===== src/rtl/core/mi3_pkg.sv =====
`timescale 1ns / 1ps
// ----------------------------------------------------------------------------
// mi3_pkg
// Types and constants shared by the 3x3 matrix inverse pipeline.
// ----------------------------------------------------------------------------
package mi3_pkg;

    localparam int unsigned ENTRY_W   = 32;
    localparam int unsigned PROD_W    = 64;
    localparam int unsigned LO_W      = 65;
    localparam int unsigned TERM_W    = 96;
    localparam int unsigned DET_W     = 97;
    localparam int unsigned MAG_W     = 96;
    localparam int unsigned QUO_W     = 33;
    localparam int unsigned DIV_STEPS = 33;

    localparam logic [31:0]        LIMIT_RESET = 32'd281474977;
    localparam logic signed [31:0] Q16_ONE     = 32'sh0001_0000;
    localparam logic signed [31:0] Q16_ZERO    = 32'sh0000_0000;
    localparam logic signed [31:0] Q16_MAX     = 32'sh7FFF_FFFF;
    localparam logic signed [31:0] Q16_MIN     = 32'sh8000_0000;
    localparam logic [QUO_W-1:0]   QUO_NEG_MAX = 33'h0_8000_0000;

    typedef logic signed [ENTRY_W-1:0] entry_t;
    typedef logic signed [PROD_W-1:0]  prod_t;
    typedef logic [3:0]                idx_t;

    // Cofactor k is m[a]*m[b] - m[c]*m[d], listed as {a, b, c, d}.
    localparam idx_t COF_IDX [9][4] = '{
        '{4'd4, 4'd8, 4'd5, 4'd7},
        '{4'd2, 4'd7, 4'd1, 4'd8},
        '{4'd1, 4'd5, 4'd2, 4'd4},
        '{4'd5, 4'd6, 4'd3, 4'd8},
        '{4'd0, 4'd8, 4'd2, 4'd6},
        '{4'd2, 4'd3, 4'd0, 4'd5},
        '{4'd3, 4'd7, 4'd4, 4'd6},
        '{4'd1, 4'd6, 4'd0, 4'd7},
        '{4'd0, 4'd4, 4'd1, 4'd3}
    };

    typedef struct packed {
        logic [MAG_W-1:0] dmag;
        logic             singular;
    } div_ctl_t;

    typedef struct packed {
        logic [MAG_W-1:0] rem;
        logic [QUO_W-1:0] quo;
        logic             bit_in;
        logic             neg;
        logic             ovf;
    } div_lane_t;

endpackage


===== src/rtl/core/mi3_if.sv =====


interface mi3_out_if;
    import mi3_pkg::*;
    logic   valid;
    logic   ready;
    entry_t inv00, inv01, inv02, inv10, inv11, inv12, inv20, inv21, inv22;
    logic   singular;
    logic   saturated;
    modport source (output valid, inv00, inv01, inv02, inv10, inv11, inv12,
                    inv20, inv21, inv22, singular, saturated, input ready);
    modport sink (input valid, inv00, inv01, inv02, inv10, inv11, inv12,
                  inv20, inv21, inv22, singular, saturated, output ready);
endinterface



===== src/rtl/core/mi3_out.sv =====
`timescale 1ns / 1ps
// ----------------------------------------------------------------------------
// mi3_out
// Output register: signs and saturates the quotients, or returns the identity.
// ----------------------------------------------------------------------------
module mi3_out (
    input  logic                clk,
    input  logic                rst_n,
    input  logic                valid_in,
    output logic                ready_out,
    input  mi3_pkg::div_ctl_t   ctl_in,
    input  mi3_pkg::div_lane_t  lane_in [9],
    mi3_out_if.source           mat_out
);
    import mi3_pkg::*;

    logic       v_reg;
    logic       adv;
    entry_t     inv_reg [9];
    logic       singular_reg;
    logic       saturated_reg;
    entry_t     inv_next [9];
    logic [8:0] sat_next;

    assign adv       = !v_reg || mat_out.ready;
    assign ready_out = adv;

    always_comb
    begin
        for (int k = 0; k < 9; k++)
        begin
            if (ctl_in.singular)
            begin
                sat_next[k] = 1'b0;
                inv_next[k] = (k % 4 == 0) ? Q16_ONE : Q16_ZERO;
            end
            else if (lane_in[k].neg)
            begin
                sat_next[k] = lane_in[k].ovf || lane_in[k].quo > QUO_NEG_MAX;
                inv_next[k] = sat_next[k] ? Q16_MIN : -$signed(lane_in[k].quo[31:0]);
            end
            else
            begin
                sat_next[k] = lane_in[k].ovf || lane_in[k].quo[32] || lane_in[k].quo[31];
                inv_next[k] = sat_next[k] ? Q16_MAX : $signed(lane_in[k].quo[31:0]);
            end
        end
    end

    always_ff @(posedge clk or negedge rst_n)
    begin
        if (!rst_n)
        begin
            v_reg <= 1'b0;
        end
        else if (adv)
        begin
            v_reg <= valid_in;
        end
    end

    always_ff @(posedge clk)
    begin
        if (adv && valid_in)
        begin
            inv_reg       <= inv_next;
            singular_reg  <= ctl_in.singular;
            saturated_reg <= |sat_next;
        end
    end

    assign mat_out.valid     = v_reg;
    assign mat_out.inv00     = inv_reg[0];
    assign mat_out.inv01     = inv_reg[1];
    assign mat_out.inv02     = inv_reg[2];
    assign mat_out.inv10     = inv_reg[3];
    assign mat_out.inv11     = inv_reg[4];
    assign mat_out.inv12     = inv_reg[5];
    assign mat_out.inv20     = inv_reg[6];
    assign mat_out.inv21     = inv_reg[7];
    assign mat_out.inv22     = inv_reg[8];
    assign mat_out.singular  = singular_reg;
    assign mat_out.saturated = saturated_reg;

    a_sing_no_sat: assert property (@(posedge clk) disable iff (!rst_n)
        v_reg && singular_reg |-> !saturated_reg)
        else $error("singular result also flagged saturated");

    a_sing_diag: assert property (@(posedge clk) disable iff (!rst_n)
        v_reg && singular_reg |->
            inv_reg[0] == Q16_ONE && inv_reg[4] == Q16_ONE && inv_reg[8] == Q16_ONE)
        else $error("singular result diagonal is not one");

    a_sing_off: assert property (@(posedge clk) disable iff (!rst_n)
        v_reg && singular_reg |->
            inv_reg[1] == Q16_ZERO && inv_reg[2] == Q16_ZERO && inv_reg[3] == Q16_ZERO &&
            inv_reg[5] == Q16_ZERO && inv_reg[6] == Q16_ZERO && inv_reg[7] == Q16_ZERO)
        else $error("singular result off-diagonal is not zero");

endmodule


===== src/flat_wrapper.sv =====
// flat-port wrapper written by rule: the top's interface ports become plain ports
module mi3_out_flat import mi3_pkg::*;
  (clk, rst_n, valid_in, ready_out, ctl_in, lane_in, mat_out_valid, mat_out_inv00, mat_out_inv01, mat_out_inv02, mat_out_inv10, mat_out_inv11, mat_out_inv12, mat_out_inv20, mat_out_inv21, mat_out_inv22, mat_out_singular, mat_out_saturated, mat_out_ready);
  mi3_out_if mat_out_i ();
  input  logic clk;
  input  logic rst_n;
  input  logic valid_in;
  output logic ready_out;
  input  mi3_pkg::div_ctl_t ctl_in;
  input  mi3_pkg::div_lane_t lane_in[9];
  output wire logic [$bits(mat_out_i.valid)-1:0] mat_out_valid;
  output wire logic [$bits(mat_out_i.inv00)-1:0] mat_out_inv00;
  output wire logic [$bits(mat_out_i.inv01)-1:0] mat_out_inv01;
  output wire logic [$bits(mat_out_i.inv02)-1:0] mat_out_inv02;
  output wire logic [$bits(mat_out_i.inv10)-1:0] mat_out_inv10;
  output wire logic [$bits(mat_out_i.inv11)-1:0] mat_out_inv11;
  output wire logic [$bits(mat_out_i.inv12)-1:0] mat_out_inv12;
  output wire logic [$bits(mat_out_i.inv20)-1:0] mat_out_inv20;
  output wire logic [$bits(mat_out_i.inv21)-1:0] mat_out_inv21;
  output wire logic [$bits(mat_out_i.inv22)-1:0] mat_out_inv22;
  output wire logic [$bits(mat_out_i.singular)-1:0] mat_out_singular;
  output wire logic [$bits(mat_out_i.saturated)-1:0] mat_out_saturated;
  input wire logic [$bits(mat_out_i.ready)-1:0] mat_out_ready;
  assign mat_out_valid = mat_out_i.valid;
  assign mat_out_inv00 = mat_out_i.inv00;
  assign mat_out_inv01 = mat_out_i.inv01;
  assign mat_out_inv02 = mat_out_i.inv02;
  assign mat_out_inv10 = mat_out_i.inv10;
  assign mat_out_inv11 = mat_out_i.inv11;
  assign mat_out_inv12 = mat_out_i.inv12;
  assign mat_out_inv20 = mat_out_i.inv20;
  assign mat_out_inv21 = mat_out_i.inv21;
  assign mat_out_inv22 = mat_out_i.inv22;
  assign mat_out_singular = mat_out_i.singular;
  assign mat_out_saturated = mat_out_i.saturated;
  assign mat_out_i.ready = mat_out_ready;
  mi3_out u_core (.clk(clk), .rst_n(rst_n), .valid_in(valid_in), .ready_out(ready_out), .ctl_in(ctl_in), .lane_in(lane_in), .mat_out(mat_out_i));
endmodule

===== config.mk =====
export PLATFORM = sky130hd
export DESIGN_NAME = mi3_out_flat
export DESIGN_NICKNAME = d
export VERILOG_FILES = /design/src/rtl/core/mi3_pkg.sv /design/src/rtl/core/mi3_if.sv /design/src/rtl/core/mi3_out.sv /design/src/flat_wrapper.sv
export SDC_FILE = /design/constraint.sdc
export NUM_CORES = 1
export LEC_CHECK = 0
export BUFFER_PORTS_ARGS = -buffer_cell sky130_fd_sc_hd__buf_2
export CELL_PAD_IN_SITES_DETAIL_PLACEMENT = 0
export CELL_PAD_IN_SITES_GLOBAL_PLACEMENT = 1
export CORE_AREA = 2 2 613 615
export DETAILED_ROUTE_END_ITERATION = 8
export DIE_AREA = 0 0 615 617
export HOLD_SLACK_MARGIN = 0.06
export PLACE_DENSITY_LB_ADDON = 0.1
export SYNTH_ARGS = -nofsm -noshare
export SYNTH_HDL_FRONTEND = slang
export SYNTH_SLANG_ARGS = --single-unit

===== constraint.sdc =====
create_clock -name clk -period 10.15 [get_ports clk]
set_input_delay 0 -clock clk [delete_from_list [all_inputs] [get_ports clk]]
set_output_delay 0 -clock clk [all_outputs]
set_load 0.05 [all_outputs]

=== Word-level counts from Yosys, hierarchy flattened ===
Index checks and enable logic that the tools add are counted.

* Add/sub/neg operators: 9
* Order comparisons: 9
* Mux-type cells: 45
* Reduce and logical (&&, ||, !) cells: 31

{| class="wikitable"
|+ Operators by type and width
! operator !! number
|-
| 2-to-1 mux 32 bit || 27
|-
| > comparator 33 x 32 -> 1 bit (second input constant) || 9
|-
| negator 32 bit || 9
|-
| logical OR 1 bit || 28
|-
| 2-to-1 mux 1 bit || 18
|-
| OR reduction 9 bit || 1
|-
| logical AND 1 bit || 1
|-
| logical NOT 1 bit || 1
|}

* Register bits: 291
* Bits of input ports: 1289
* Output and inout bits: 292
* Logic and storage cells: 106

=== Logic depth before layout (Yosys ltp) ===
* Depth after elaboration: 5
* Mapped depth: 10
* Gate-level depth less buffers: 8

=== Worst setup path after synthesis ===
No wires, ideal clock.

* Path type: register -> register
* Start point: register u_core.v_reg (netlist: u_core.mat_out.valid)
* End point: register u_core.inv_reg (netlist bit u_core.mat_out.inv00[0]) (enable)
* Setup time: 0.687 ns
* Arrival time: 7.696 ns
* Required time: 9.463 ns
* Path slack: 1.767 ns
* Stages on the path, launching flop included: 3
* Path buffers: 0
* Clock period less this slack: 8.383 ns
* Cells stage by stage: dfrtp_1 nand2b_1 and2_1

* Cells in the longest elaborated chain, start to end: 3

{| class="wikitable"
|+ Ends and longest elaborated chain
! what !! line !! text
|-
| start, declared || mi3_out.sv:17 || <nowiki>logic v_reg;</nowiki>
|-
| start signal, assigned || mi3_out.sv:58 || <nowiki>v_reg <= valid_in;</nowiki>
|-
| logical NOT 1 bit || mi3_out.sv:25 || <nowiki>assign adv = !v_reg || mat_out.ready;</nowiki>
|-
| logical OR 1 bit || mi3_out.sv:25 ||
|-
| via ready_out || flat_wrapper.sv:8 || <nowiki>output logic ready_out;</nowiki>
|-
| logical AND 1 bit || mi3_out.sv:64 || <nowiki>if (adv && valid_in)</nowiki>
|-
| end signal, assigned || mi3_out.sv:66 || <nowiki>inv_reg <= inv_next;</nowiki>
|-
| end, declared || mi3_out.sv:19 || <nowiki>entry_t inv_reg [9];</nowiki>
|}

The timed path passes the listed nets, and every way through them passes these cells.
A chain may end at the register's enable or synchronous reset.

=== Worst setup path in the final report ===
* Start point: input port lane_in[4] (netlist name)
* End point: register u_core.inv_reg (netlist bit u_core.mat_out.inv22[14]), data pin

* Cells in the longest elaborated chain, start to end: 4
* Elaborated cells on any way between the ends: 5
* Classes of those cells: 1 x add/sub; 1 x order compare; 2 x mux; 1 x reduce/logical

{| class="wikitable"
|+ Ends and longest elaborated chain
! what !! line !! text
|-
| start, declared || flat_wrapper.sv:10 || <nowiki>input mi3_pkg::div_lane_t lane_in[9];</nowiki>
|-
| > comparator 33 x 32 -> 1 bit || mi3_out.sv:39 || <nowiki>sat_next[k] = lane_in[k].ovf || lane_in[k].quo > QUO_NEG_MAX;</nowiki>
|-
| logical OR 1 bit || mi3_out.sv:39 ||
|-
| 2-to-1 mux 32 bit (*) || mi3_out.sv:40 || <nowiki>inv_next[k] = sat_next[k] ? Q16_MIN : -$signed(lane_in[k].quo[31:0]);</nowiki>
|-
| 2-to-1 mux 32 bit (*) || mi3_out.sv:37 || <nowiki>else if (lane_in[k].neg)</nowiki>
|}

Every way passes the cells marked *; elsewhere a longest branch is shown, timed or not.

==> impl_metrics.env <==
export IMPL_htree_num_levels=2
export IMPL_final_util_pct=9.57
export IMPL_setup_viol=0
export IMPL_hpwl_um=156000
export IMPL_clkSinkCount=291
export IMPL_ys_seq_elements=291
export IMPL_seq_area_frac_synth_pct=45.5
export IMPL_drtAntennaViolNets=0
export IMPL_path_buf_inv=6
export IMPL_drt_iter0_drc=1167
export IMPL_fin_crit_sh_pct=46.7
export IMPL_cp_slowest_cell="or4_1"
export IMPL_ir_worst_vdd_mv=0.131
export IMPL_finalPower_mw=4.68
export IMPL_synth_area_um2=19200
export IMPL_p_per_area_nw_per_um2=131
export IMPL_dp_cells=7721
export IMPL_synth_cell_types=79
export IMPL_maxSlewViolCount=0
export IMPL_synthFlopType="edfxtp_1"
export IMPL_firstDrtPassIters=5
export IMPL_first_global_vias=24600
export IMPL_place_ws_ns=6.03
export IMPL_crit_family="simple AND/OR/NAND/NOR gates"
export IMPL_cp_slowest_stage_delay_ns=0.96
export IMPL_leakagePower_nw=11.6
export IMPL_io_pins=1581
export IMPL_hold_class="in -> reg"
export IMPL_ys_warn_count=0
export IMPL_finalHoldViolCount=0
export IMPL_die_y_um=617
export IMPL_crit_required_ns=10.72
export IMPL_cts_buffers=54
export IMPL_rows=225
export IMPL_clock_skew_ns=0.0190
export IMPL_drc=0
export IMPL_rsz0062_at_grt="no"
export IMPL_worstHoldStart="lane_in[563]"
export IMPL_final_cells=8375
export IMPL_grt_antenna_before_repair=111
export IMPL_crit_chain="dlygate4sd3_1 -> buf_2 -> inv_1 -> ha_1 -> nor4b_1 -> buf_4 -> nand4_2 -> or4_1 -> nand2_1 -> nand4_1 -> dlygate4sd3_1 -> a31oi_1 -> dlygate4sd3_1"
export IMPL_r2r_start="u_core.mat_out.valid"
export IMPL_track_usage_pct=9.90
export IMPL_crit_type="in -> reg"
export IMPL_cts_resized_gates=0
export IMPL_gp_congestion=0.702
export IMPL_gr_total_overflow=0
export IMPL_drive_gt1_share_pct=24.5
export IMPL_setup_slack_ns=5.41
export IMPL_async_reset_ff_share_pct=0.344
export IMPL_start_util_pct=5.14
export IMPL_port_buffers=611
export IMPL_cp_start_kind="input pin"
export IMPL_clock_fmax_ghz=0.211
export IMPL_core_um2=374000
export IMPL_grt_pass1_wl_um=252000
export IMPL_critPathLaunch="lane_in[4]"
export IMPL_finalCriticalPeriod_ns=4.74
export IMPL_vias=23500
export IMPL_synth_edf_count=290
export IMPL_critPathMaxFanout=17
export IMPL_maxCapViolCount=0
export IMPL_outcome="complete, no violations"
export IMPL_fillCellCount=43600
export IMPL_clock_insertion_delay_worst_skew_ns=0.70
export IMPL_worst_pin_slew_ns=1.18
export IMPL_area_delta_synth_final_pct=86.3
export IMPL_vias_per_cell=2.81
export IMPL_clk_pin_slew_ns=0.06
export IMPL_cts_tree="built"
export IMPL_post_cts_buffers=0
export IMPL_die_area_um2=379000
export IMPL_cts_buffer_depth=3
export IMPL_setup_tns_ns=0
export IMPL_ctsRootBufferMaster="clkbuf_16"
export IMPL_fin_nets=4609
export IMPL_cp_data_arrival_time_ns=5.30
export IMPL_wl_per_cell_um=23.1
export IMPL_max_slew_margin_rel_pct=21.1
export IMPL_syn_inst=2184
export IMPL_avgSynthCellArea_um2=8.79
export IMPL_cp_common_cell="dlygate4sd3_1"
export IMPL_cp_end_kind="flip-flop"
export IMPL_grt_max_degree=55
export IMPL_finalWirelength_um=193000
export IMPL_synth_nets=3482
export IMPL_die_w_um=615
[cells in the mapped netlist, types with 14 or more instances]
library cell  count  share of area, %
a21boi_0         16              0.63
nand3b_1         19              0.74
edfxtp_1        290                45
nor4_1           62               2.0
nand3_1          68               1.8
nand2_1         160               3.1
or2_2            14              0.46
a311oi_1         48               2.2
or4_1            26               1.0
o22ai_1          29              0.95
o21ai_0         163               4.3
a211oi_1         34               1.3
nor3_1          113               2.9
a21oi_1         200               5.2
inv_1            53               1.0
clkbuf_1        127               2.5
nor2_1          269               5.3
a31oi_1         141               4.6
or3_1            71               2.3
nand4_1          24              0.78
[cells in the final DEF (no fill, tap or decap), types with 10 or more instances in the layout]
| cell | count |
|---|---|
| buf_2 | 610 |
| dlygate4sd3_1 | 528 |
| edfxtp_1 | 290 |
| nor2_1 | 267 |
| a21oi_1 | 199 |
| o21ai_0 | 160 |
| nand2_1 | 159 |
| a31oi_1 | 140 |
| nor3_1 | 112 |
| or3_1 | 71 |
| nand3_1 | 68 |
| buf_4 | 66 |
| nor4_1 | 61 |
| clkbuf_16 | 54 |
| inv_1 | 52 |
| a311oi_1 | 45 |
| a211oi_1 | 34 |
| o22ai_1 | 29 |
| or4_1 | 26 |
| diode_2 | 24 |
| nand4_1 | 24 |
| nand3b_1 | 19 |
| a21boi_0 | 16 |
| or2_2 | 14 |
| clkinv_1 | 14 |
| and3_1 | 13 |
| a211o_1 | 13 |
| o31ai_1 | 13 |
| xnor2_1 | 13 |
| or3b_2 | 12 |
| nor4b_1 | 11 |
| a221oi_1 | 11 |
| clkinv_2 | 11 |
| a2111oi_0 | 10 |
| bufinv_16 | 10 |
[tightest hold or removal path, cell delays in order]
cell	delay (ns)
buf_2	0.10
nor3_1	0.05
buf_4	0.16
nand4_1	0.09
a31oi_1	0.19
[power by group]
group / internal, mW / switching, mW
sequential: 1.42 / 0.0254
clock: 1.23 / 0.837
combinational: 0.335 / 0.831
[metal layers]
| layer | vias to the layer above | GRT usage (%) | part of all wire, % |
|---|---|---|---|
| met4 | 28 | 2.41 | 2.4 |
| met3 | 228 | 3.30 | 7.4 |
| met5 | - | 0 | 0.089 |
| li1 | 10900 | - | - |
| met1 | 11700 | 11.2 | 40 |
| met2 | 651 | 17.8 | 50 |
[final timing paths]
| check | to | slack, ns | depth (start not counted) |
|---|---|---|---|
| worst max-delay path | u_core.mat_out.inv22[14] | 5.41 | 13 |
| worst min-delay path | u_core.mat_out.inv11[24] | 0.13 | 5 |
| worst max register to register | u_core.mat_out.inv00[9] | 7.01 | 4 |
| worst min register to register | u_core.mat_out.inv10[22] | 1.07 | 2 |
| max in group asynchronous | u_core.mat_out.valid | 9.39 | 4 |
| min in group asynchronous | u_core.mat_out.valid | 0.66 | 4 |
[repair_timing]
item,in CTS,in global routing
setup endpoints to repair,0,0
hold endpoints to repair,325,0
hold buffers,528,0
[layout make-up]
type / instances / area, um2 / area share, %
multi-input cells: 1705 / 9790 / 27.4
repair buffers: 1205 / 8850 / 24.7
flip-flops and latches: 291 / 8730 / 24.4
well taps: 4994 / 6250 / 17.5
clock buffers: 61 / 1380 / 3.85
clock inverters: 41 / 497 / 1.39
inverters: 54 / 203 / 0.567
diodes: 24 / 60.1 / 0.168
[cell families after synthesis]
family | count (synthesis) | synth area share, %
AO/OA/AOI/OAI | 744 | 24.2
XOR/XNOR | 17 | 0.776
adder cells (fa/ha/maj) | 9 | 0.587
buffers and inverters | 188 | 3.79
flip-flops | 291 | 45.5
multiplexers | 4 | 0.222
AND/OR/NAND/NOR | 931 | 25.0
[per-stage QoR]
| step | hold WS, ns | cell area, um2 |
|---|---|---|
| after global routing | 0.116 | 35700 |
| after floorplan | -0.296 | 19200 |
| after global placement | -0.224 | 28500 |
| after detailed placement | -0.223 | 28500 |
| after CTS | 0.0611 | 35700 |
| final | 0.128 | 35800 |
Power figures use the tool's default switching activity.
